### src/hw/rtl/ppid_pkg.sv
// ----------------------------------------------------------------------------
// ppid_pkg: shared types and constants for the positional PID block
// Register indexes, field widths, reset values and the payload structs that
// travel between the pipeline stages.
// ----------------------------------------------------------------------------
package ppid_pkg;

	localparam int FRAC_BITS = 8;
	localparam int IN_W      = 16;
	localparam int ERR_W     = 17;
	localparam int DERR_W    = 18;
	localparam int INTEG_W   = 32;
	localparam int GAIN_W    = 24;
	localparam int ENC_GAIN_W = 8;
	localparam int ENC_LIM_W = 15;
	localparam int MAG_W     = 10;
	localparam int DRIVE_W   = 11;
	localparam int CFG_IDX_W = 3;
	localparam int CFG_DATA_W = 24;

	localparam int P_PROD_W = GAIN_W + ERR_W;
	localparam int I_PROD_W = GAIN_W + INTEG_W;
	localparam int D_PROD_W = GAIN_W + DERR_W;
	localparam int E_PROD_W = IN_W + ENC_GAIN_W + 1;
	localparam int ACC_W    = 58;

	// Register indexes on the configuration port
	localparam logic [CFG_IDX_W-1:0] REG_PROP_GAIN       = 3'd0;
	localparam logic [CFG_IDX_W-1:0] REG_INTEG_GAIN      = 3'd1;
	localparam logic [CFG_IDX_W-1:0] REG_DERIV_GAIN      = 3'd2;
	localparam logic [CFG_IDX_W-1:0] REG_ENCODER_GAIN    = 3'd3;
	localparam logic [CFG_IDX_W-1:0] REG_ENCODER_LIMIT   = 3'd4;
	localparam logic [CFG_IDX_W-1:0] REG_DEADBAND_OFFSET = 3'd5;
	localparam logic [CFG_IDX_W-1:0] REG_CLAMP_THRESHOLD = 3'd6;
	localparam logic [CFG_IDX_W-1:0] REG_CLAMP_VALUE     = 3'd7;

	// Reset values
	localparam logic signed [GAIN_W-1:0]  RST_PROP_GAIN       = 24'sd20480;
	localparam logic signed [GAIN_W-1:0]  RST_INTEG_GAIN      = 24'sd0;
	localparam logic signed [GAIN_W-1:0]  RST_DERIV_GAIN      = 24'sd64000;
	localparam logic [ENC_GAIN_W-1:0]     RST_ENCODER_GAIN    = 8'd15;
	localparam logic [ENC_LIM_W-1:0]      RST_ENCODER_LIMIT   = 15'd30;
	localparam logic [MAG_W-1:0]          RST_DEADBAND_OFFSET = 10'd80;
	localparam logic [MAG_W-1:0]          RST_CLAMP_THRESHOLD = 10'd400;
	localparam logic [MAG_W-1:0]          RST_CLAMP_VALUE     = 10'd850;

	typedef struct packed {
		logic signed [GAIN_W-1:0] prop_gain;
		logic signed [GAIN_W-1:0] integ_gain;
		logic signed [GAIN_W-1:0] deriv_gain;
		logic [ENC_GAIN_W-1:0]    encoder_gain;
		logic [ENC_LIM_W-1:0]     encoder_limit;
		logic [MAG_W-1:0]         deadband_offset;
		logic [MAG_W-1:0]         clamp_threshold;
		logic [MAG_W-1:0]         clamp_value;
	} cfg_t;

	typedef struct packed {
		logic signed [IN_W-1:0] measured;
		logic signed [IN_W-1:0] setpoint;
		logic signed [IN_W-1:0] encoder_count;
	} sample_t;

	typedef struct packed {
		logic signed [ERR_W-1:0]   err;
		logic signed [INTEG_W-1:0] isum;
		logic signed [DERR_W-1:0]  derr;
		logic signed [IN_W-1:0]    enc;
	} terms_t;

	typedef struct packed {
		logic signed [P_PROD_W-1:0] p_prod;
		logic signed [I_PROD_W-1:0] i_prod;
		logic signed [D_PROD_W-1:0] d_prod;
		logic signed [E_PROD_W-1:0] e_prod;
	} prods_t;

endpackage

### src/hw/rtl/ppid_mult.sv
// ----------------------------------------------------------------------------
// ppid_mult: gain products
// Multiplies the error, integral, error difference and clamped encoder count
// by their gains, one registered product each.
// ----------------------------------------------------------------------------
module ppid_mult (
	input  logic                  clk,
	input  logic                  arst_n,
	input  ppid_pkg::cfg_t        cfg,
	input  logic                  in_valid,
	output logic                  in_ready,
	input  ppid_pkg::terms_t      in_data,
	output logic                  out_valid,
	input  logic                  out_ready,
	output ppid_pkg::prods_t      out_data
);
	import ppid_pkg::*;

	logic    valid_s3;
	prods_t  data_s3;
	prods_t  prods;

	assign in_ready = !valid_s3 || out_ready;

	always_comb begin
		prods.p_prod = $signed(cfg.prop_gain) * $signed(in_data.err);
		prods.i_prod = $signed(cfg.integ_gain) * $signed(in_data.isum);
		prods.d_prod = $signed(cfg.deriv_gain) * $signed(in_data.derr);
		prods.e_prod = $signed(in_data.enc) * $signed({1'b0, cfg.encoder_gain});
	end

	always_ff @(posedge clk or negedge arst_n) begin
		if (!arst_n) begin
			valid_s3 <= 1'b0;
		end else if (in_ready) begin
			valid_s3 <= in_valid;
		end
	end

	always_ff @(posedge clk) begin
		if (in_ready && in_valid) begin
			data_s3 <= prods;
		end
	end

	assign out_valid = valid_s3;
	assign out_data  = data_s3;

endmodule

### config.mk
export PLATFORM = sky130hd
export DESIGN_NAME = ppid_mult
export DESIGN_NICKNAME = d
export VERILOG_FILES = /design/src/hw/rtl/ppid_pkg.sv /design/src/hw/rtl/ppid_mult.sv
export SDC_FILE = /design/constraint.sdc
export NUM_CORES = 2
export LEC_CHECK = 0
export ABC_AREA = 1
export BUFFER_PORTS_ARGS = -buffer_cell sky130_fd_sc_hd__buf_4
export CAP_MARGIN = 10
export CORE_ASPECT_RATIO = 1.75
export CORE_MARGIN = 4
export CORE_UTILIZATION = 50
export CTS_CLUSTER_SIZE = 14
export DETAILED_ROUTE_END_ITERATION = 8
export PLACE_DENSITY = 0.7
export SYNTH_ARGS = -nofsm -noshare
export SYNTH_HDL_FRONTEND = slang
export SYNTH_SLANG_ARGS = --single-unit
### constraint.sdc
create_clock -name clk -period 9 [get_ports clk]
set_clock_uncertainty 0.1 [all_clocks]
set_input_delay 1.8 -clock clk [delete_from_list [all_inputs] [get_ports clk]]
set_output_delay 1.8 -clock clk [all_outputs]
set_load 0.03 [all_outputs]
# After elaboration in Yosys (flattened, before gate mapping)
# Cells that the tools add are included.
[totals]
wordCells = 12
ff_bits = 165
out_inout_bits = 166
in_bits = 212
[classes]
n_mul = 4
reduce_logical = 3
[op_table]
columns = ["operator", "n"]
rows = [
  ["$mul 24x32->56", 1],
  ["$mul 24x18->42", 1],
  ["$mul 24x17->41", 1],
  ["$mul 16x9->25", 1],
  ["$logic_and 1x1->1", 1],
  ["$logic_not 1->1", 1],
  ["$logic_or 1x1->1", 1],
]

# Longest topological paths before layout
[logic_depth]
word_depth = 3
ltp_mapped = 30
mapped_depth_nobuf = 29

# Worst setup path before layout
# OpenSTA, ideal clock, no wires.
[synth_timing]
path_kind = "input to register"
from = "input in_valid"
to = "register data_s3, in the netlist out_data[0], enable pin"
setup_ns = 0.742
t_required_ns = 8.158
arrival_ns = 9.724
setup_slack_ns = -1.566
path_stages = 2
n_path_buf = 0
cell_sequence = "inv_1 > a21oi_1"
[synth_between]
elab_chain_cells = 1
[synth_rtl]
columns = ["element", "line", "text"]
rows = [
  ["start, declared", "ppid_mult.sv:10", "input logic in_valid,"],
  ["$logic_and 1x1->1", "ppid_mult.sv:41", "if (in_ready && in_valid) begin"],
  ["end signal, assigned", "ppid_mult.sv:42", "data_s3 <= prods;"],
  ["end, declared", "ppid_mult.sv:20", "prods_t data_s3;"],
]
# No other way between the ends.
# A chain may end at the register's enable or synchronous reset.

==> run metrics <==
overall routing resource usage 0.3096; Post-DP HPWL 185,700 um; crit path kind input port to flip-flop; period utilization 0.8951; Area growth, synth to finish 6.729%; first-pass GRT wire length 346,600 um; ANT nets after route 0; pin count of the biggest net entering global routing 73; post-CTS setup buffers 0; number of global-route vias before repair 63,780; fraction of registers with async set or reset after synthesis 0.006061; number of DRC markers in iteration 0 around 3,300; clock-pin slew on the worst setup and hold paths about 80 ps; final number of setup-violating endpoints 0; synthesized area about 0.070 mm2; worst path buffer plus inverter count 8; initial antenna violation count 12; DIE AREA 0.1472 mm2; CTS buffer count 17; grt ovf 0; Die X between 200 and 300 um; Post-Synth Adder-Cell Area 0.5580; post-DR vias/cell between 5 and 6; ys flop type edfxtp_1; via count approximately 56,000; Tightest Pin Transition roughly 1100 ps; clk sinks roughly 170; Worst Hold Class flip-flop to flip-flop; Setup WS pre-CTS around 460 ps; commonest non-fill, non-tap cell in the layout inv_1; slew margin rel. 0.2896; final worst-path setup slack between 900 and 1000 ps; gpl congestion 1.011; Post-Synth Simple-Gate Area 0.1631; most frequent cells in the layout inv_1 (2,780), nand2_1 (2,315), fa_1 (1,711), ha_1 (404), buf_4 (404); post-synthesis mux area share 0; Setup TNS Final 0 ps; worst skew pair latency 520 ps; htree depth 4; WL/cell 20.73 um; Ports ~380; Worst Path Arrival between 8000 and 9000 ps; DRC 0; max-cap violation count 0; RSZ-0062 raised after global routing false; Synth Area in Compound Gates 0.02719; CP Max Fanout 26; CTS tree yes; outcome completed; fin nets about 11,000; fin crit period roughly 8100 ps; count of flip-flops with a built-in enable after synthesis between 150 and 200; Routed WL about 220,000 um; # rows between 150 and 200; Critical-path top delay cell fa_1; Syn Area/Cell a little over 8 um2; Pre-antenna DRT Iters 9; port bufs between 300 and 400; layout cells sized above 1 0.06299; Required @ worst endpoint ~9200 ps; Post-Synth XOR/XNOR Area 0.01529; effective utilization at floorplan 0.5022; Synth cell types 46; hold buffer count at cts 0; Core Footprint around 0.14 mm2; startpoint types input port; Top Family by Delay on Critical Path adder cells; cts repair resizes 0; Peak Freq 0.1241 GHz; post-synthesis sequential area ratio 0.07026; Die H just over 500 um; Synth Instances ~9,000; Longest Clk Path Bufs 2; Warnings, synthesis 0; Clock Tree Root clkbuf_16; largest family of logic cells by synthesized area adder cells; cell mode on critical path fa_1; CP max stage delay around 600 ps; Syn Nets 11,070; Slew Limit Fails 0; Worst setup EP type flip-flop; Synth Register Bits ~170; final hold violations 0
-- through the flow --
stage,cells,cell area [um2],utilization,hold slack [ps]
after global placement,10650,74570,0.5316,461.4
after global routing,10680,75180,0.5359,555.9
after detailed placement,10650,74570,0.5316,483.4
final,10690,75190,0.5360,508.4
after CTS,10680,75170,0.5359,506.5
after floorplan,8741,70450,-,808.7
-- per-layer routing --
metal | global-route usage | wire length, um | vias to the layer above
li1 | - | - | 24560
met1 | 0.2841 | 64340 | 27990
met2 | 0.5807 | 121000 | 2411
met3 | 0.05604 | 13380 | 1087
met4 | 0.2613 | 22880 | 12
met5 | 0 | 72 | -
-- cells by family (layout without fill, tap and decap cells) --
logic type / count (synthesis) / in the layout
flip-flops: 165 / 165
AND/OR/NAND/NOR: 2873 / 2873
adder cells (fa/ha/maj): 2115 / 2115
buffers and inverters: 3119 / 3221
XOR/XNOR: 123 / 123
AO/OA/AOI/OAI: 346 / 346
other: 0 / 7
-- worst reg2reg max path, cell delays in order (launching register included) --
cell,delay [ps]
dfrtp_1,430
a21oi_4,850
buf_4,870
-- synthesized netlist by cell type (6+ instances only) --
library cell	instances	share of area
nor2_2	16	0.0014
nor3_1	25	0.0018
clkbuf_1	327	0.017
xnor2_1	43	0.0053
o21a_1	6	0.00064
fa_1	1711	0.49
o21bai_1	23	0.0025
nand3b_1	11	0.0012
nand4_1	42	0.0037
buf_1	6	0.00032
nand2_1	2315	0.12
nand2_2	17	0.0015
nand3_2	7	0.00099
a21o_1	8	0.00085
a21oi_1	178	0.013
nor3_2	10	0.0014
nor2_1	256	0.014
or2_2	44	0.0039
o21ai_0	93	0.0066
xor2_1	80	0.0099
o21ai_1	10	0.00071
inv_1	2780	0.15
a21oi_2	10	0.0012
edfxtp_1	164	0.070
ha_1	404	0.072
nand3_1	114	0.0081
-- final timing paths --
path / startpoint / end / slack (ps) / cells past startpoint
worst max register to register: out_valid / out_data[148] / 6210 / 2
min in group asynchronous: arst_n / out_valid / 940 / 1
max in group asynchronous: arst_n / out_valid / 7780 / 1
worst min register to register: out_valid / out_valid / 510 / 2
worst max-delay path: cfg[86] / out_data[106] / 940 / 25
worst min-delay path: out_valid / out_valid / 510 / 2
-- sequential cells by signal (all words and copies together) (netlist names) --
signal	cells
out_data	164
out_valid	1
-- area by class of cell --
class / count / area [um2]
antenna: 7 / 17.52
clock buffer: 18 / 429.2
clock inverter: 13 / 170.2
fill: 13170 / 65080
inverter: 2784 / 10450
multi-input combinational: 5457 / 53800
sequential: 165 / 4950
tap: 1840 / 2302
timing repair buffer: 406 / 3073
Power is not shown: default switching activity piles up to over one toggle a cycle in this logic, so the estimate is an artifact.
