### src/hw/rtl/ppid_pkg.sv
// ----------------------------------------------------------------------------
// ppid_pkg: shared types and constants for the positional PID block
// Register indexes, field widths, reset values and the payload structs that
// travel between the pipeline stages.
// ----------------------------------------------------------------------------
package ppid_pkg;

	localparam int FRAC_BITS = 8;
	localparam int IN_W      = 16;
	localparam int ERR_W     = 17;
	localparam int DERR_W    = 18;
	localparam int INTEG_W   = 32;
	localparam int GAIN_W    = 24;
	localparam int ENC_GAIN_W = 8;
	localparam int ENC_LIM_W = 15;
	localparam int MAG_W     = 10;
	localparam int DRIVE_W   = 11;
	localparam int CFG_IDX_W = 3;
	localparam int CFG_DATA_W = 24;

	localparam int P_PROD_W = GAIN_W + ERR_W;
	localparam int I_PROD_W = GAIN_W + INTEG_W;
	localparam int D_PROD_W = GAIN_W + DERR_W;
	localparam int E_PROD_W = IN_W + ENC_GAIN_W + 1;
	localparam int ACC_W    = 58;

	// Register indexes on the configuration port
	localparam logic [CFG_IDX_W-1:0] REG_PROP_GAIN       = 3'd0;
	localparam logic [CFG_IDX_W-1:0] REG_INTEG_GAIN      = 3'd1;
	localparam logic [CFG_IDX_W-1:0] REG_DERIV_GAIN      = 3'd2;
	localparam logic [CFG_IDX_W-1:0] REG_ENCODER_GAIN    = 3'd3;
	localparam logic [CFG_IDX_W-1:0] REG_ENCODER_LIMIT   = 3'd4;
	localparam logic [CFG_IDX_W-1:0] REG_DEADBAND_OFFSET = 3'd5;
	localparam logic [CFG_IDX_W-1:0] REG_CLAMP_THRESHOLD = 3'd6;
	localparam logic [CFG_IDX_W-1:0] REG_CLAMP_VALUE     = 3'd7;

	// Reset values
	localparam logic signed [GAIN_W-1:0]  RST_PROP_GAIN       = 24'sd20480;
	localparam logic signed [GAIN_W-1:0]  RST_INTEG_GAIN      = 24'sd0;
	localparam logic signed [GAIN_W-1:0]  RST_DERIV_GAIN      = 24'sd64000;
	localparam logic [ENC_GAIN_W-1:0]     RST_ENCODER_GAIN    = 8'd15;
	localparam logic [ENC_LIM_W-1:0]      RST_ENCODER_LIMIT   = 15'd30;
	localparam logic [MAG_W-1:0]          RST_DEADBAND_OFFSET = 10'd80;
	localparam logic [MAG_W-1:0]          RST_CLAMP_THRESHOLD = 10'd400;
	localparam logic [MAG_W-1:0]          RST_CLAMP_VALUE     = 10'd850;

	typedef struct packed {
		logic signed [GAIN_W-1:0] prop_gain;
		logic signed [GAIN_W-1:0] integ_gain;
		logic signed [GAIN_W-1:0] deriv_gain;
		logic [ENC_GAIN_W-1:0]    encoder_gain;
		logic [ENC_LIM_W-1:0]     encoder_limit;
		logic [MAG_W-1:0]         deadband_offset;
		logic [MAG_W-1:0]         clamp_threshold;
		logic [MAG_W-1:0]         clamp_value;
	} cfg_t;

	typedef struct packed {
		logic signed [IN_W-1:0] measured;
		logic signed [IN_W-1:0] setpoint;
		logic signed [IN_W-1:0] encoder_count;
	} sample_t;

	typedef struct packed {
		logic signed [ERR_W-1:0]   err;
		logic signed [INTEG_W-1:0] isum;
		logic signed [DERR_W-1:0]  derr;
		logic signed [IN_W-1:0]    enc;
	} terms_t;

	typedef struct packed {
		logic signed [P_PROD_W-1:0] p_prod;
		logic signed [I_PROD_W-1:0] i_prod;
		logic signed [D_PROD_W-1:0] d_prod;
		logic signed [E_PROD_W-1:0] e_prod;
	} prods_t;

endpackage

### src/hw/rtl/ppid_out.sv
// ----------------------------------------------------------------------------
// ppid_out: sum and output shaping
// Adds the products in Q.8, then applies the dead-zone offset, the threshold
// clamp and truncation toward zero into the output register.
// ----------------------------------------------------------------------------
module ppid_out (
	input  logic                             clk,
	input  logic                             arst_n,
	input  ppid_pkg::cfg_t                   cfg,
	input  logic                             in_valid,
	output logic                             in_ready,
	input  ppid_pkg::prods_t                 in_data,
	output logic                             out_valid,
	input  logic                             out_ready,
	output logic signed [ppid_pkg::DRIVE_W-1:0] drive
);
	import ppid_pkg::*;

	logic                      valid_s4;
	logic signed [ACC_W-1:0]   acc_s4;
	logic                      ready_s4;
	logic                      valid_s5;
	logic signed [DRIVE_W-1:0] drive_s5;
	logic signed [ACC_W-1:0]   sum;
	logic signed [ACC_W-1:0]   offs;
	logic signed [ACC_W-1:0]   thr;
	logic signed [ACC_W-1:0]   shaped;
	logic signed [ACC_W-1:0]   trunc;
	logic signed [DRIVE_W-1:0] res;

	assign ready_s4 = !valid_s5 || out_ready;
	assign in_ready = !valid_s4 || ready_s4;

	always_comb begin
		sum = ACC_W'(in_data.p_prod) + ACC_W'(in_data.i_prod) + ACC_W'(in_data.d_prod)
		    + (ACC_W'(in_data.e_prod) <<< FRAC_BITS);
	end

	always_comb begin
		offs = $signed({{(ACC_W-MAG_W-FRAC_BITS){1'b0}}, cfg.deadband_offset,
		                {FRAC_BITS{1'b0}}});
		thr  = $signed({{(ACC_W-MAG_W-FRAC_BITS){1'b0}}, cfg.clamp_threshold,
		                {FRAC_BITS{1'b0}}});
		// A drive of exactly zero gets no offset.
		priority if (acc_s4 > 0) begin
			shaped = acc_s4 + offs;
		end else if (acc_s4 < 0) begin
			shaped = acc_s4 - offs;
		end else begin
			shaped = '0;
		end
		// Bias negative values so the arithmetic shift truncates toward zero.
		trunc = (shaped + (shaped[ACC_W-1] ? ACC_W'((1 << FRAC_BITS) - 1) : '0))
		        >>> FRAC_BITS;
		priority if (shaped > thr) begin
			res = $signed({1'b0, cfg.clamp_value});
		end else if (shaped < -thr) begin
			res = -$signed({1'b0, cfg.clamp_value});
		end else begin
			res = trunc[DRIVE_W-1:0];
		end
	end

	always_ff @(posedge clk or negedge arst_n) begin
		if (!arst_n) begin
			valid_s4 <= 1'b0;
			valid_s5 <= 1'b0;
		end else begin
			if (in_ready) begin
				valid_s4 <= in_valid;
			end
			if (ready_s4) begin
				valid_s5 <= valid_s4;
			end
		end
	end

	always_ff @(posedge clk) begin
		if (in_ready && in_valid) begin
			acc_s4 <= sum;
		end
		if (ready_s4 && valid_s4) begin
			drive_s5 <= res;
		end
	end

	assign out_valid = valid_s5;
	assign drive     = drive_s5;

endmodule

### config.mk
export PLATFORM = sky130hd
export DESIGN_NAME = ppid_out
export DESIGN_NICKNAME = d
export VERILOG_FILES = /design/src/hw/rtl/ppid_pkg.sv /design/src/hw/rtl/ppid_out.sv
export SDC_FILE = /design/constraint.sdc
export NUM_CORES = 1
export LEC_CHECK = 0
export BUFFER_PORTS_ARGS = -buffer_cell sky130_fd_sc_hd__buf_4
export CORE_MARGIN = 3
export CORE_UTILIZATION = 38
export DETAILED_ROUTE_END_ITERATION = 8
export PLACE_DENSITY = 0.61
export SLEW_MARGIN = 20
export SYNTH_ARGS = -nofsm -noshare
export SYNTH_HDL_FRONTEND = slang
export SYNTH_SLANG_ARGS = --single-unit
### constraint.sdc
create_clock -name clk -period 5.98 [get_ports clk]
set_clock_uncertainty 0.1 [all_clocks]
set_input_delay 0.299 -clock clk [delete_from_list [all_inputs] [get_ports clk]]
set_output_delay 0.299 -clock clk [all_outputs]
set_load 0.005 [all_outputs]
==> After elaboration in Yosys (flattened, before gate mapping) <==
Index checks and enable logic that the tools add are counted.
Widths: inputs -> output; s select.
{ "word_totals": {"reg_bits": 71, "input_bits": 293, "word_cells": 28} }
{ "classes": {"addsub": 8, "order_cmp": 4, "mux": 5, "n_reduce_logical": 6} }
{ "op_table": {"columns": ["op", "count"], "rows": [
  ["$mux 58", 2],
  ["$add 57x42->58", 1],
  ["$add 58x19->58", 1],
  ["$add 58x33->58", 1],
  ["$gt 58x1->1 const B", 1],
  ["$gt 58x19->1", 1],
  ["$lt 58x1->1 const B", 1],
  ["$lt 58x58->1", 1],
  ["$neg 18->58", 1],
  ["$sub 58x19->58", 1],
  ["$add 41x56->57", 1],
  ["$add 19x8->19", 1],
  ["$mux 11", 1],
  ["$neg 10->11", 1],
  ["$mux 10", 1],
  ["$mux 8", 1],
  ["$logic_and 1x1->1", 2],
  ["$logic_not 1->1", 2],
  ["$logic_or 1x1->1", 2]
]} }

==> Longest topological paths before layout <==
Gate-level depths: netlist of run 1.
{ "logic_depth": {"word_depth": 7, "mapped_depth": 25, "depth_no_buf": 23} }

==> Least setup slack after synthesis of run 1 <==
Ideal clock, no wire load.
{ "synth_timing": {"kind": "flip-flop to flip-flop", "start": "register acc_s4[12]", "end": "register drive_s5[8], in the netlist drive[8], data pin", "period_less_slack_ns": 5.159, "arrival_time_ns": 4.805, "path_stages_with_launch": 22, "t_required_ns": 5.626, "path_buffers": 2, "setup_time_ns": 0.254, "slack_ns": 0.821, "path_cell_list": "edfxtp_1 > ha_1 > buf_6 > a21o_1 > or3_1 > o21ai_1 > nand4_1 > or4b_2 > nand2_1 > inv_1 > ha_1 > nand2_1 > nor2_1 > a2111oi_0 > a21oi_1 > nor2b_1 > a211oi_2 > inv_1 > buf_1 > nand3b_1 > o31ai_1 > a21o_1"} }
{ "synth_between": {"elab_chain_len": 7, "elab_cells_between_ends": 12} }
{ "synth_lines": {"columns": ["element", "line_no", "source"], "rows": [
  ["from (decl)", "ppid_out.sv:20", "logic signed [ACC_W-1:0] acc_s4;"],
  ["from (signal assigned)", "ppid_out.sv:80", "acc_s4 <= sum;"],
  ["$sub 58x19->58 / $lt 58x1->1 (equally long branches)", "ppid_out.sv:48, ppid_out.sv:47", null],
  ["$mux 58", "ppid_out.sv:47", "end else if (acc_s4 < 0) begin"],
  ["$mux 58 *", "ppid_out.sv:45", "priority if (acc_s4 > 0) begin"],
  ["branches (longest 3 deep; another with $lt 58x58->1)", null, null],
  ["$mux 10 *", "ppid_out.sv:55", "priority if (shaped > thr) begin"],
  ["net res[8]", "ppid_out.sv:29", "logic signed [DRIVE_W-1:0] res;"],
  ["to (signal assigned)", "ppid_out.sv:83", "drive_s5 <= res;"],
  ["to (decl)", "ppid_out.sv:23", "logic signed [DRIVE_W-1:0] drive_s5;"]
]} }
Mark *: on every way through the listed nets, which the timed path passes.
A chain may end at the register's enable or synchronous reset.

==> Final worst setup path of run 1 <==
{ "layout_timing": {"start": "register acc_s4[12]", "end": "register drive_s5[3], in the netlist drive[3], data pin"} }
The elaborated chain is that of the path after synthesis.

==> results of run 1 <==
synthesized netlist by cell type, types with 6 or more instances:
master                     count
sky130_fd_sc_hd__o211ai_1     21
sky130_fd_sc_hd__a41oi_1       7
sky130_fd_sc_hd__nand2b_1     21
sky130_fd_sc_hd__or3_1        18
sky130_fd_sc_hd__a21oi_1     107
sky130_fd_sc_hd__nor3_1       40
sky130_fd_sc_hd__clkbuf_1     35
sky130_fd_sc_hd__and4_1       10
sky130_fd_sc_hd__nand3_1      45
sky130_fd_sc_hd__and2_1        7
sky130_fd_sc_hd__ha_1        152
sky130_fd_sc_hd__o21bai_1     14
sky130_fd_sc_hd__nor2b_1      18
sky130_fd_sc_hd__buf_2         7
sky130_fd_sc_hd__or4_1        13
sky130_fd_sc_hd__or2_2         9
sky130_fd_sc_hd__o21ai_0      55
sky130_fd_sc_hd__nand4_1      36
sky130_fd_sc_hd__xor2_1       38
sky130_fd_sc_hd__o32ai_1      10
sky130_fd_sc_hd__inv_1        70
sky130_fd_sc_hd__xnor2_1      75
sky130_fd_sc_hd__a211oi_1     20
sky130_fd_sc_hd__nand3b_1      7
sky130_fd_sc_hd__o31ai_1       6
sky130_fd_sc_hd__edfxtp_1     69
sky130_fd_sc_hd__fa_1        108
sky130_fd_sc_hd__a31oi_1      10
sky130_fd_sc_hd__a21o_1       50
sky130_fd_sc_hd__nor4_1       20
sky130_fd_sc_hd__nand2_1      85
sky130_fd_sc_hd__mux2i_1       6
sky130_fd_sc_hd__and3_1       10
sky130_fd_sc_hd__nor2_1      118
flip-flops by register name (all words and copies together) (netlist names):
name and flops:
acc_s4 58, drive 11, out_valid 1, valid_s4 1
cells by family after synthesis:
family                     count (synthesis)  synth area share
AOI/OAI and AO/OA                        377            0.1973
and+or+nand+nor                          491            0.2021
buffers and inverters                    128           0.04455
xor gates and xnor gates                 113           0.07594
DFF                                       71            0.1628
muxes                                      7          0.005472
adders and majority gates                260            0.3118
worst max-delay path: stages (launching register included):
cell                        delay, ns
sky130_fd_sc_hd__edfxtp_1        0.42
sky130_fd_sc_hd__ha_1            0.45
sky130_fd_sc_hd__a21o_1          0.24
sky130_fd_sc_hd__or3_1           0.34
sky130_fd_sc_hd__o21ai_1         0.22
sky130_fd_sc_hd__nand4_1         0.23
sky130_fd_sc_hd__or4b_2          0.79
sky130_fd_sc_hd__nand2_1         0.14
sky130_fd_sc_hd__inv_1           0.06
sky130_fd_sc_hd__ha_1            0.32
sky130_fd_sc_hd__nand2_1         0.10
sky130_fd_sc_hd__nor2_1          0.06
sky130_fd_sc_hd__a2111oi_2       0.41
sky130_fd_sc_hd__o211ai_1        0.17
sky130_fd_sc_hd__a211oi_1        0.26
sky130_fd_sc_hd__a211oi_2        0.11
sky130_fd_sc_hd__buf_4           0.18
sky130_fd_sc_hd__or2_2           0.31
sky130_fd_sc_hd__nor2b_1         0.14
sky130_fd_sc_hd__a221oi_1        0.29
sky130_fd_sc_hd__a21oi_1         0.08
worst paths after layout:
kind,from,to,slack (ns),cells past startpoint
max,acc_s4[12],drive[3],0.30,20
min,in_valid,valid_s4,0.05,2
max reg2reg,acc_s4[12],drive[3],0.30,20
min reg2reg,valid_s4,out_valid,0.39,1
max in group asynchronous,arst_n,valid_s4,5.53,2
min in group asynchronous,arst_n,out_valid,0.16,2
layer usage:
| layer | global-route usage | vias up | wire length, um |
|---|---|---|---|
| met5 | 0 | - | 0 |
| met4 | 0.04883 | 0 | 742 |
| met3 | 0.02989 | 43 | 2161 |
| met2 | 0.3239 | 371 | 16450 |
| met1 | 0.2754 | 5625 | 16860 |
| li1 | - | 5789 | - |
power groups by stage:
stage	logic [uW]	clock network (uW)	registers, uW
after floorplan	2860	0	971
after global placement	3790	0	1090
after detailed placement	3820	0	1090
after CTS	3860	568	1080
after global routing	4340	592	1120
final	3880	557	1090
timing repair:
item | CTS | global route
setup buffers | 0 | 1
endpoints found under the setup margin | 0 | 7
endpoints found under the hold margin | 2 | 0
resized for setup | 0 | 5
hold buffers | 1 | 0
final cells by class:
type,instances,share of cell area
sequential,71,0.1366
clock inverter,7,0.004672
tap,448,0.03609
clock buffer,9,0.01450
timing repair buffer,256,0.1239
multi-input combinational,1248,0.6668
inverter,71,0.01748
stage by stage:
stage	instance area, sq um	power (uW)	hold WS [ns]	cells
floorplan	13030	3828	-0.09659	1447
global placement	15190	4875	-0.01798	2092
detailed placement	15190	4917	-0.01504	2092
CTS	15500	5508	0.04275	2109
global route	15530	6053	0.05588	2110
finish	15530	5525	0.04956	2110
==> impl_metrics.tcl, run 1 <==
set metrics [dict create \
    run_status "completed" \
    top_ports 306 \
    worstPathMaxFanout 8 \
    power-per-cell-area_mw_per_mm2 355.7 \
    first_global_vias 11836 \
    pwr-share-clk 0.101 \
    design.die.area_sq_mm 0.03655 \
    drive_gt1_frac 0.1937 \
    place.port_buffers 210 \
    place_worst_setup_slack_ns 0.1668 \
    synth.yosys.warnings 0 \
    core-area_sq_mm 0.03370 \
    endpoint_kind "register" \
    drt.antenna.violating_nets 0 \
    worst-slew-pin-transition_ns 0.8451 \
    final.setup.worst_slack_ns 0.2956 \
    start_util 0.3867 \
    worst_hold_path_type "in2reg" \
    num_vias 11828 \
    finish.net_count 2210 \
    p_sw_uw 2700 \
    crit_type "reg2reg" \
    clockBufferDepth 2 \
    fmax_mhz 175.9 \
    cts-buffers-inserted 9 \
    layout_commonest_cell "sky130_fd_sc_hd__buf_4" \
    ir_drop_worst_case_vdd_mv 0.1418 \
    main_synth_ff_type "sky130_fd_sc_hd__edfxtp_1" \
    worstSkewPairLatency_ns 0.35 \
    dp_hpwl_um 30040 \
    post-route-drc-count 0 \
    timing.slew.headroom 0.4323 \
    cp.arrival_ns 5.68 \
    commonest_non_fill_non_tap_cells_in_the_layout "255 x sky130_fd_sc_hd__buf_4, 152 x sky130_fd_sc_hd__ha_1, 118 x sky130_fd_sc_hd__nor2_1, 108 x sky130_fd_sc_hd__fa_1, 107 x sky130_fd_sc_hd__a21oi_1" \
    synth.area.top_cells "sky130_fd_sc_hd__fa_1 17%, sky130_fd_sc_hd__edfxtp_1 16%, sky130_fd_sc_hd__ha_1 15%" \
    clock_tree_from_tritoncts "done" \
    netSwitchingFraction 0.4887 \
    via_per_inst 5.606 \
    row_count 67 \
    post_drt_wl_per_cell_um 17.16 \
    rsz0062_at_grt "false" \
    diode_count 0 \
    routed_wl_um 36210 \
    root_buffer "sky130_fd_sc_hd__clkbuf_16" \
    fin_util 0.4609 \
    max-cap-violations 0 \
    maximum_number_of_pins_on_one_net_before_global_route_repair 61 \
    final.fill_count 3300 \
    chipHeight_um 191.2 \
    postSynthCellCount 1447 \
    multi_input_comb_area_sq_mm 0.01036 \
    synthDistinctLibCells 95 \
    setup_violations 0 \
    place.gp.congestion 0.9311 \
    number_of_enable_type_register_cells_in_the_synthesized_netlist 69 \
    final_hold_viol_count 0 \
    global_route.overflow_total 0 \
    postSynthRegisterBits 71 \
    die_x_um 191.2 \
    asyncSetResetFlopFracSynth 0.02817 \
    fin_tns_setup_ns 0 \
    intPower_uw 2825 \
    track_usage 0.1980 \
    synthDominantAreaCellType "sky130_fd_sc_hd__fa_1" \
    leakage_uw 0.006617 \
    register_area_sq_mm 0.002122 \
    synthToLayoutAreaGrowth_pct 19.19 \
    antenna_found_initial 0 \
    cp-start-kind "register" \
    number_of_slew_limit_violations_in_the_final_report 0 \
    htreeDepth 3 \
    clkSlewWorstSetupHoldPaths_ns 0.06 \
    post-route-min-period_ns 5.684 \
    synthesis.area_per_instance_sq_um 9.007 \
    clock_sinks 71 \
    p_comb_frac 0.702 \
    mappedNetlistNets 2000 \
    synth.cell_area_sq_mm 0.01303 \
    yosys.area.top_type_share 0.1659 \
    drt_pre_antenna_iters 5 \
    wire_length_of_the_first_global_routing_pass_um 59230 \
    timing.final.crit_share 0.9506 \
    seqPwrFrac 0.197 \
    synth_seq_area_share 0.1628 \
    cp.required_ns 5.97 \
    drt_iter0_drc 701 \
]
(Power assumes the default switching activity.)
==> inputs of run 2 (changes only) <==
ABC_AREA = 1   (was default)
PLACE_DENSITY = 0.6   (was 0.61)
==> impl_metrics.tcl, run 2 <==
set metrics [dict create \
    clock_sinks 71 \
    seqPwrFrac 0.182 \
    place.port_buffers 210 \
    synth_fa_ha_area_frac 0.2589 \
    yosys.area.top_type_share 0.1729 \
    place.gp.congestion 1.011 \
    htreeDepth 3 \
    cts-buffers-inserted 9 \
    fin_util 0.4501 \
    timing.slew.headroom 0.3126 \
    asyncSetResetFlopFracSynth 0.02817 \
    post_drt_wl_per_cell_um 17.46 \
    synth.area.top_cells "sky130_fd_sc_hd__nand2_1 17%, sky130_fd_sc_hd__fa_1 14%, sky130_fd_sc_hd__edfxtp_1 13%" \
    setup_violations 0 \
    r2r_start "acc_s4[10]" \
    layout_commonest_cell "sky130_fd_sc_hd__nand2_1" \
    commonest_non_fill_non_tap_cells_in_the_layout "723 x sky130_fd_sc_hd__nand2_1, 307 x sky130_fd_sc_hd__inv_1, 299 x sky130_fd_sc_hd__nor2_1, 231 x sky130_fd_sc_hd__buf_4, 211 x sky130_fd_sc_hd__nand3_1" \
    design.die.area_sq_mm 0.04377 \
    synthDominantAreaCellType "sky130_fd_sc_hd__nand2_1" \
    cp.required_ns 5.99 \
    synth.yosys.warnings 0 \
    chipHeight_um 209.2 \
    track_usage 0.2495 \
    mappedNetlistNets 2984 \
    postSynthCellCount 2431 \
    power-per-cell-area_mw_per_mm2 378.3 \
    rsz0062_at_grt "false" \
    synth_seq_area_share 0.1352 \
    via_per_inst 5.216 \
    worstPathMaxFanout 13 \
    post-route-min-period_ns 5.377 \
    cell_type_of_the_slowest_stage_on_the_worst_timing_path "sky130_fd_sc_hd__ha_1" \
    synthTopCellsByCount "723 x sky130_fd_sc_hd__nand2_1, 308 x sky130_fd_sc_hd__inv_1, 299 x sky130_fd_sc_hd__nor2_1" \
    endpoint_kind "register" \
    synth_simple_gate_area_share 0.3763 \
    number_of_slew_limit_violations_in_the_final_report 0 \
    crit_path_frequent_cell "sky130_fd_sc_hd__nand2_1" \
    crit_type "reg2reg" \
    wire_length_of_the_first_global_routing_pass_um 86570 \
    drt.antenna.violating_nets 0 \
    diode_count 0 \
    cts_resizes 0 \
    first_global_vias 16278 \
    synthDistinctLibCells 49 \
    final_cell_count_no_fill 3155 \
    clkSlewWorstSetupHoldPaths_ns 0.06 \
    multi_input_comb_area_sq_mm 0.01212 \
    cp_slowest_stage_delay_ns 0.52 \
    setup.worst_path.start "acc_s4[10]" \
    worst-r2r-setup-slack_ns 0.60 \
    cts_setup_buffers 0 \
    worst_hold_path_type "in2reg" \
    synthesis.area_per_instance_sq_um 6.456 \
    die_x_um 209.2 \
    timing.final.crit_share 0.8991 \
    timing.critical_path.to "drive[5]" \
    pwr-share-clk 0.075 \
    intPower_uw 2856 \
    netSwitchingFraction 0.5836 \
    min_from "in_valid" \
    core-area_sq_mm 0.04028 \
    worst-slew-pin-transition_ns 1.031 \
    delay_heaviest_family_cp "simple AND/OR/NAND/NOR gates" \
    global_route.overflow_total 0 \
    synth_top_family_by_area "simple AND/OR/NAND/NOR gates" \
    ff2ff_path_depth 25 \
    run_status "completed" \
    number_of_enable_type_register_cells_in_the_synthesized_netlist 69 \
    row_count 73 \
    synth-xor-area-share 0.04130 \
    leakage_uw 0.009028 \
    root_buffer "sky130_fd_sc_hd__clkbuf_16" \
    drt_iter0_drc 1041 \
    fin_total_pwr_uw 6859 \
    maximum_number_of_pins_on_one_net_before_global_route_repair 59 \
    fmax_mhz 186.0 \
    critical_path.reg2reg.endpoint "drive[5]" \
    top_register "acc_s4" \
    largest_reg_flops 58 \
    dp.cells 3138 \
    compound_gate_portion_of_the_synthesized_area 0.09543 \
    dp_hpwl_um 48720 \
    synthToLayoutAreaGrowth_pct 15.52 \
    main_synth_ff_type "sky130_fd_sc_hd__edfxtp_1" \
    critPathBufInv 3 \
    drt_pre_antenna_iters 5 \
    finish.net_count 3178 \
    routed_wl_um 55090 \
    num_vias 16455 \
    max-cap-violations 0 \
    worstSkewPairLatency_ns 0.35 \
    clockBufferDepth 2 \
    ir_drop_worst_case_vdd_mv 0.1767 \
    p_comb_frac 0.744 \
    synth.cell_area_sq_mm 0.01569 \
    fin_tns_setup_ns 0 \
    cp_num_cells 25 \
    p_sw_uw 4003 \
    post-route-drc-count 0 \
    clock_tree_from_tritoncts "done" \
    antenna_found_initial 0 \
    synthMostInstantiatedCell "sky130_fd_sc_hd__nand2_1" \
    register_area_sq_mm 0.002122 \
    final.fill_count 4274 \
    cp.arrival_ns 5.39 \
    hold_buffers 1 \
    top_ports 306 \
    post_synth_mux_area_share 0 \
    cp-start-kind "register" \
    drive_gt1_frac 0.1125 \
    start_util 0.3896 \
    postSynthRegisterBits 71 \
    final_hold_viol_count 0 \
]
-- run 2: layout make-up --
class                      count  share of cell area
clock buffer                   9             0.01242
clock inverter                 7            0.003313
inverter                     316             0.06542
multi-input combinational   1994              0.6683
sequential                    71              0.1170
tap                          525             0.03623
timing repair buffer         233             0.09731
-- run 2: metal layers --
layer / vias to the layer above / wire length (um) / global-route usage
met1: 7588 / 23620 / 0.3171
li1: 8313 / - / -
met4: 0 / 2652 / 0.1090
met5: - / 0 / 0
met3: 78 / 2480 / 0.01922
met2: 476 / 26340 / 0.4345
-- run 2: through the flow --
stage	hold slack [ns]	worst slack [ns]	cell area, sq um
after floorplan	-0.09659	2.042	15690
after global placement	-0.01831	0.8224	17830
after detailed placement	-0.01524	0.6462	17830
after CTS	0.08512	0.6440	18130
after global routing	0.1012	0.02929	18130
final	0.08737	0.6033	18130
-- run 2: power by group through the flow --
stage          clock network (uW)  logic (uW)  registers, uW
2_1_floorplan                   0        3540           1020
3_3_place_gp                    0        5000           1230
3_5_place_dp                    0        5040           1240
4_1_cts                       524        5070           1230
5_1_grt                       546        5760           1270
6_report                      511        5100           1250
-- run 2: worst min path at each step --
stage,end,slack [ns],depth (start not counted)
final,valid_s4,0.09,3
after detailed placement,out_valid,-0.02,1
after CTS,valid_s4,0.09,3
after global routing,valid_s4,0.10,3
after global placement,out_valid,-0.02,1
after floorplan,out_valid,-0.1,0
-- run 2: kinds of logic (layout without fill, tap and decap cells) --
logic type / Yosys count / in the layout
simple gates: 1394 / 1394
buf+inv: 366 / 565
compound gates: 266 / 266
fa+ha+maj: 260 / 260
xor+xnor: 74 / 74
flops: 71 / 71
-- run 2: worst min-delay path: cells and delay by family --
kind,cells,cell delay (ns)
and+or+nand+nor,2,0.13
buffers and inverters,1,0.08
==> inputs of run 3 (changes only) <==
CORE_UTILIZATION = 45   (was 38)
PLACE_DENSITY = 0.68   (was 0.6)
==> impl_metrics.tcl, run 3 (synthesized netlist as in run 2, its figures left out) <==
set metrics [dict create \
    run_status "completed" \
    setup.worst_path.start "acc_s4[12]" \
    routed_wl_um 55620 \
    clkSlewWorstSetupHoldPaths_ns 0.07 \
    worst_hold_path_type "in2reg" \
    worst-slew-pin-transition_ns 0.9959 \
    layout_commonest_cell "sky130_fd_sc_hd__nand2_1" \
    finalInstanceArea_sq_mm 0.01797 \
    number_of_slew_limit_violations_in_the_final_report 0 \
    finalHoldWorstSlack_ns 0.09194 \
    delay_heaviest_family_cp "simple AND/OR/NAND/NOR gates" \
    first_global_vias 16331 \
    worst-r2r-setup-slack_ns 0.79 \
    global_route.overflow_total 0 \
    maximum_number_of_pins_on_one_net_before_global_route_repair 59 \
    drt.antenna.violating_nets 0 \
    antenna_found_initial 0 \
    start_util 0.4622 \
    post_drt_wl_per_cell_um 18.11 \
    ir_drop_worst_case_vdd_mv 0.1578 \
    largest_reg_flops 58 \
    diode_count 0 \
    critPathBufInv 4 \
    power-per-cell-area_mw_per_mm2 381.6 \
    timing.critical_path.to "drive[8]" \
    core-area_sq_mm 0.03395 \
    design.die.area_sq_mm 0.03715 \
    place.gp.congestion 1.037 \
    ff2ff_path_depth 25 \
    fin_tns_setup_ns 0 \
    die_x_um 192.8 \
    endpoint_kind "register" \
    leakage_uw 0.008988 \
    worstSkewPairLatency_ns 0.35 \
    place.port_buffers 210 \
    cp-start-kind "register" \
    timing.slew.headroom 0.3309 \
    finish.net_count 3171 \
    top_register "acc_s4" \
    max-cap-violations 0 \
    clock_sinks 71 \
    row_count 67 \
    commonest_non_fill_non_tap_cells_in_the_layout "723 x sky130_fd_sc_hd__nand2_1, 307 x sky130_fd_sc_hd__inv_1, 299 x sky130_fd_sc_hd__nor2_1, 225 x sky130_fd_sc_hd__buf_4, 211 x sky130_fd_sc_hd__nand3_1" \
    dp.cells 3054 \
    cts-buffers-inserted 9 \
    track_usage 0.3018 \
    root_buffer "sky130_fd_sc_hd__clkbuf_16" \
    num_vias 16552 \
    top_ports 306 \
    cp.arrival_ns 5.19 \
    timing.final.crit_share 0.8680 \
    rsz0062_at_grt "false" \
    clock_tree_from_tritoncts "done" \
    cell_type_of_the_slowest_stage_on_the_worst_timing_path "sky130_fd_sc_hd__ha_1" \
    htreeDepth 3 \
    wire_length_of_the_first_global_routing_pass_um 86510 \
    crit_path_frequent_cell "sky130_fd_sc_hd__nand2_1" \
    fmax_mhz 192.6 \
    crit_type "reg2reg" \
    cp_num_cells 25 \
    r2r_start "acc_s4[12]" \
    cp.required_ns 5.98 \
    drt_pre_antenna_iters 5 \
    via_per_inst 5.390 \
    cp_slowest_stage_delay_ns 0.51 \
    post-route-drc-count 0 \
    synthToLayoutAreaGrowth_pct 14.53 \
    critical_path.reg2reg.endpoint "drive[8]" \
    cts_resizes 0 \
    chipHeight_um 192.8 \
    placed_area_sq_mm 0.01767 \
    worstPathMaxFanout 13 \
    clockBufferDepth 2 \
    dp_hpwl_um 48820 \
    final_hold_viol_count 0 \
    final_cell_count_no_fill 3071 \
    setup_violations 0 \
    post-route-min-period_ns 5.191 \
    final.fill_count 3515 \
    drt_iter0_drc 1141 \
    drive_gt1_frac 0.1106 \
]
[run 3: cell count changes in the layout (fill, tap and decap cells not counted), sizes merged]
cell      change
inv           -1
clkinvlp      +1
buf           -7
[run 3: worst reg2reg max path: cells and delay by family (launching register included)]
family / cells / cell delay [ns]
buffers and inverters: 4 / 0.74
DFF: 1 / 0.44
and+or+nand+nor: 19 / 2.68
adders and majority gates: 2 / 0.96
[run 3: area by class of cell]
class / count / area (sq um) / area share
timing repair buffer: 226 / 1699 / 0.09454
clock inverter: 7 / 61.31 / 0.003411
multi-input combinational: 1994 / 12120 / 0.6743
inverter: 316 / 1186 / 0.06599
tap: 448 / 560.5 / 0.03119
sequential: 71 / 2122 / 0.1181
clock buffer: 9 / 225.2 / 0.01253
[run 3: repair_timing]
action / CTS / global route
hold endpoints to repair: 2 / 0
hold buffers: 1 / 0
setup buffers: 0 / 0
[run 3: how the worst min path moves through the flow]
stage / from / endpoint / depth (start not counted)
2_1_floorplan: arst_n / out_valid / 0
3_3_place_gp: arst_n / out_valid / 1
3_5_place_dp: arst_n / valid_s4 / 1
4_1_cts: in_valid / valid_s4 / 3
5_1_grt: in_valid / valid_s4 / 3
6_report: in_valid / valid_s4 / 3
[run 3: layer usage]
layer	vias up	GRT usage	wire (um)
li1	8298	-	-
met1	7704	0.3785	23840
met4	0	0.1446	2943
met2	463	0.5248	26500
met3	87	0.02380	2332
met5	-	0	0
[run 3: where the power goes]
group | total [uW] | leakage (uW) | internal (uW) | switching [uW]
Sequential | 1290 | 0.000688 | 871 | 423
Clock | 515 | 0.000135 | 288 | 227
Combinational | 5050 | 0.00816 | 1670 | 3380
[run 3: through the flow]
step                      setup WS (ns)    util  total power (uW)
final                            0.7891  0.5294              6859
after global routing             0.2066  0.5294              7523
after CTS                        0.8303  0.5293              6801
after detailed placement         0.8491  0.5205              6258
after global placement           0.9804  0.5205              6190
after floorplan                   2.042       -              4557
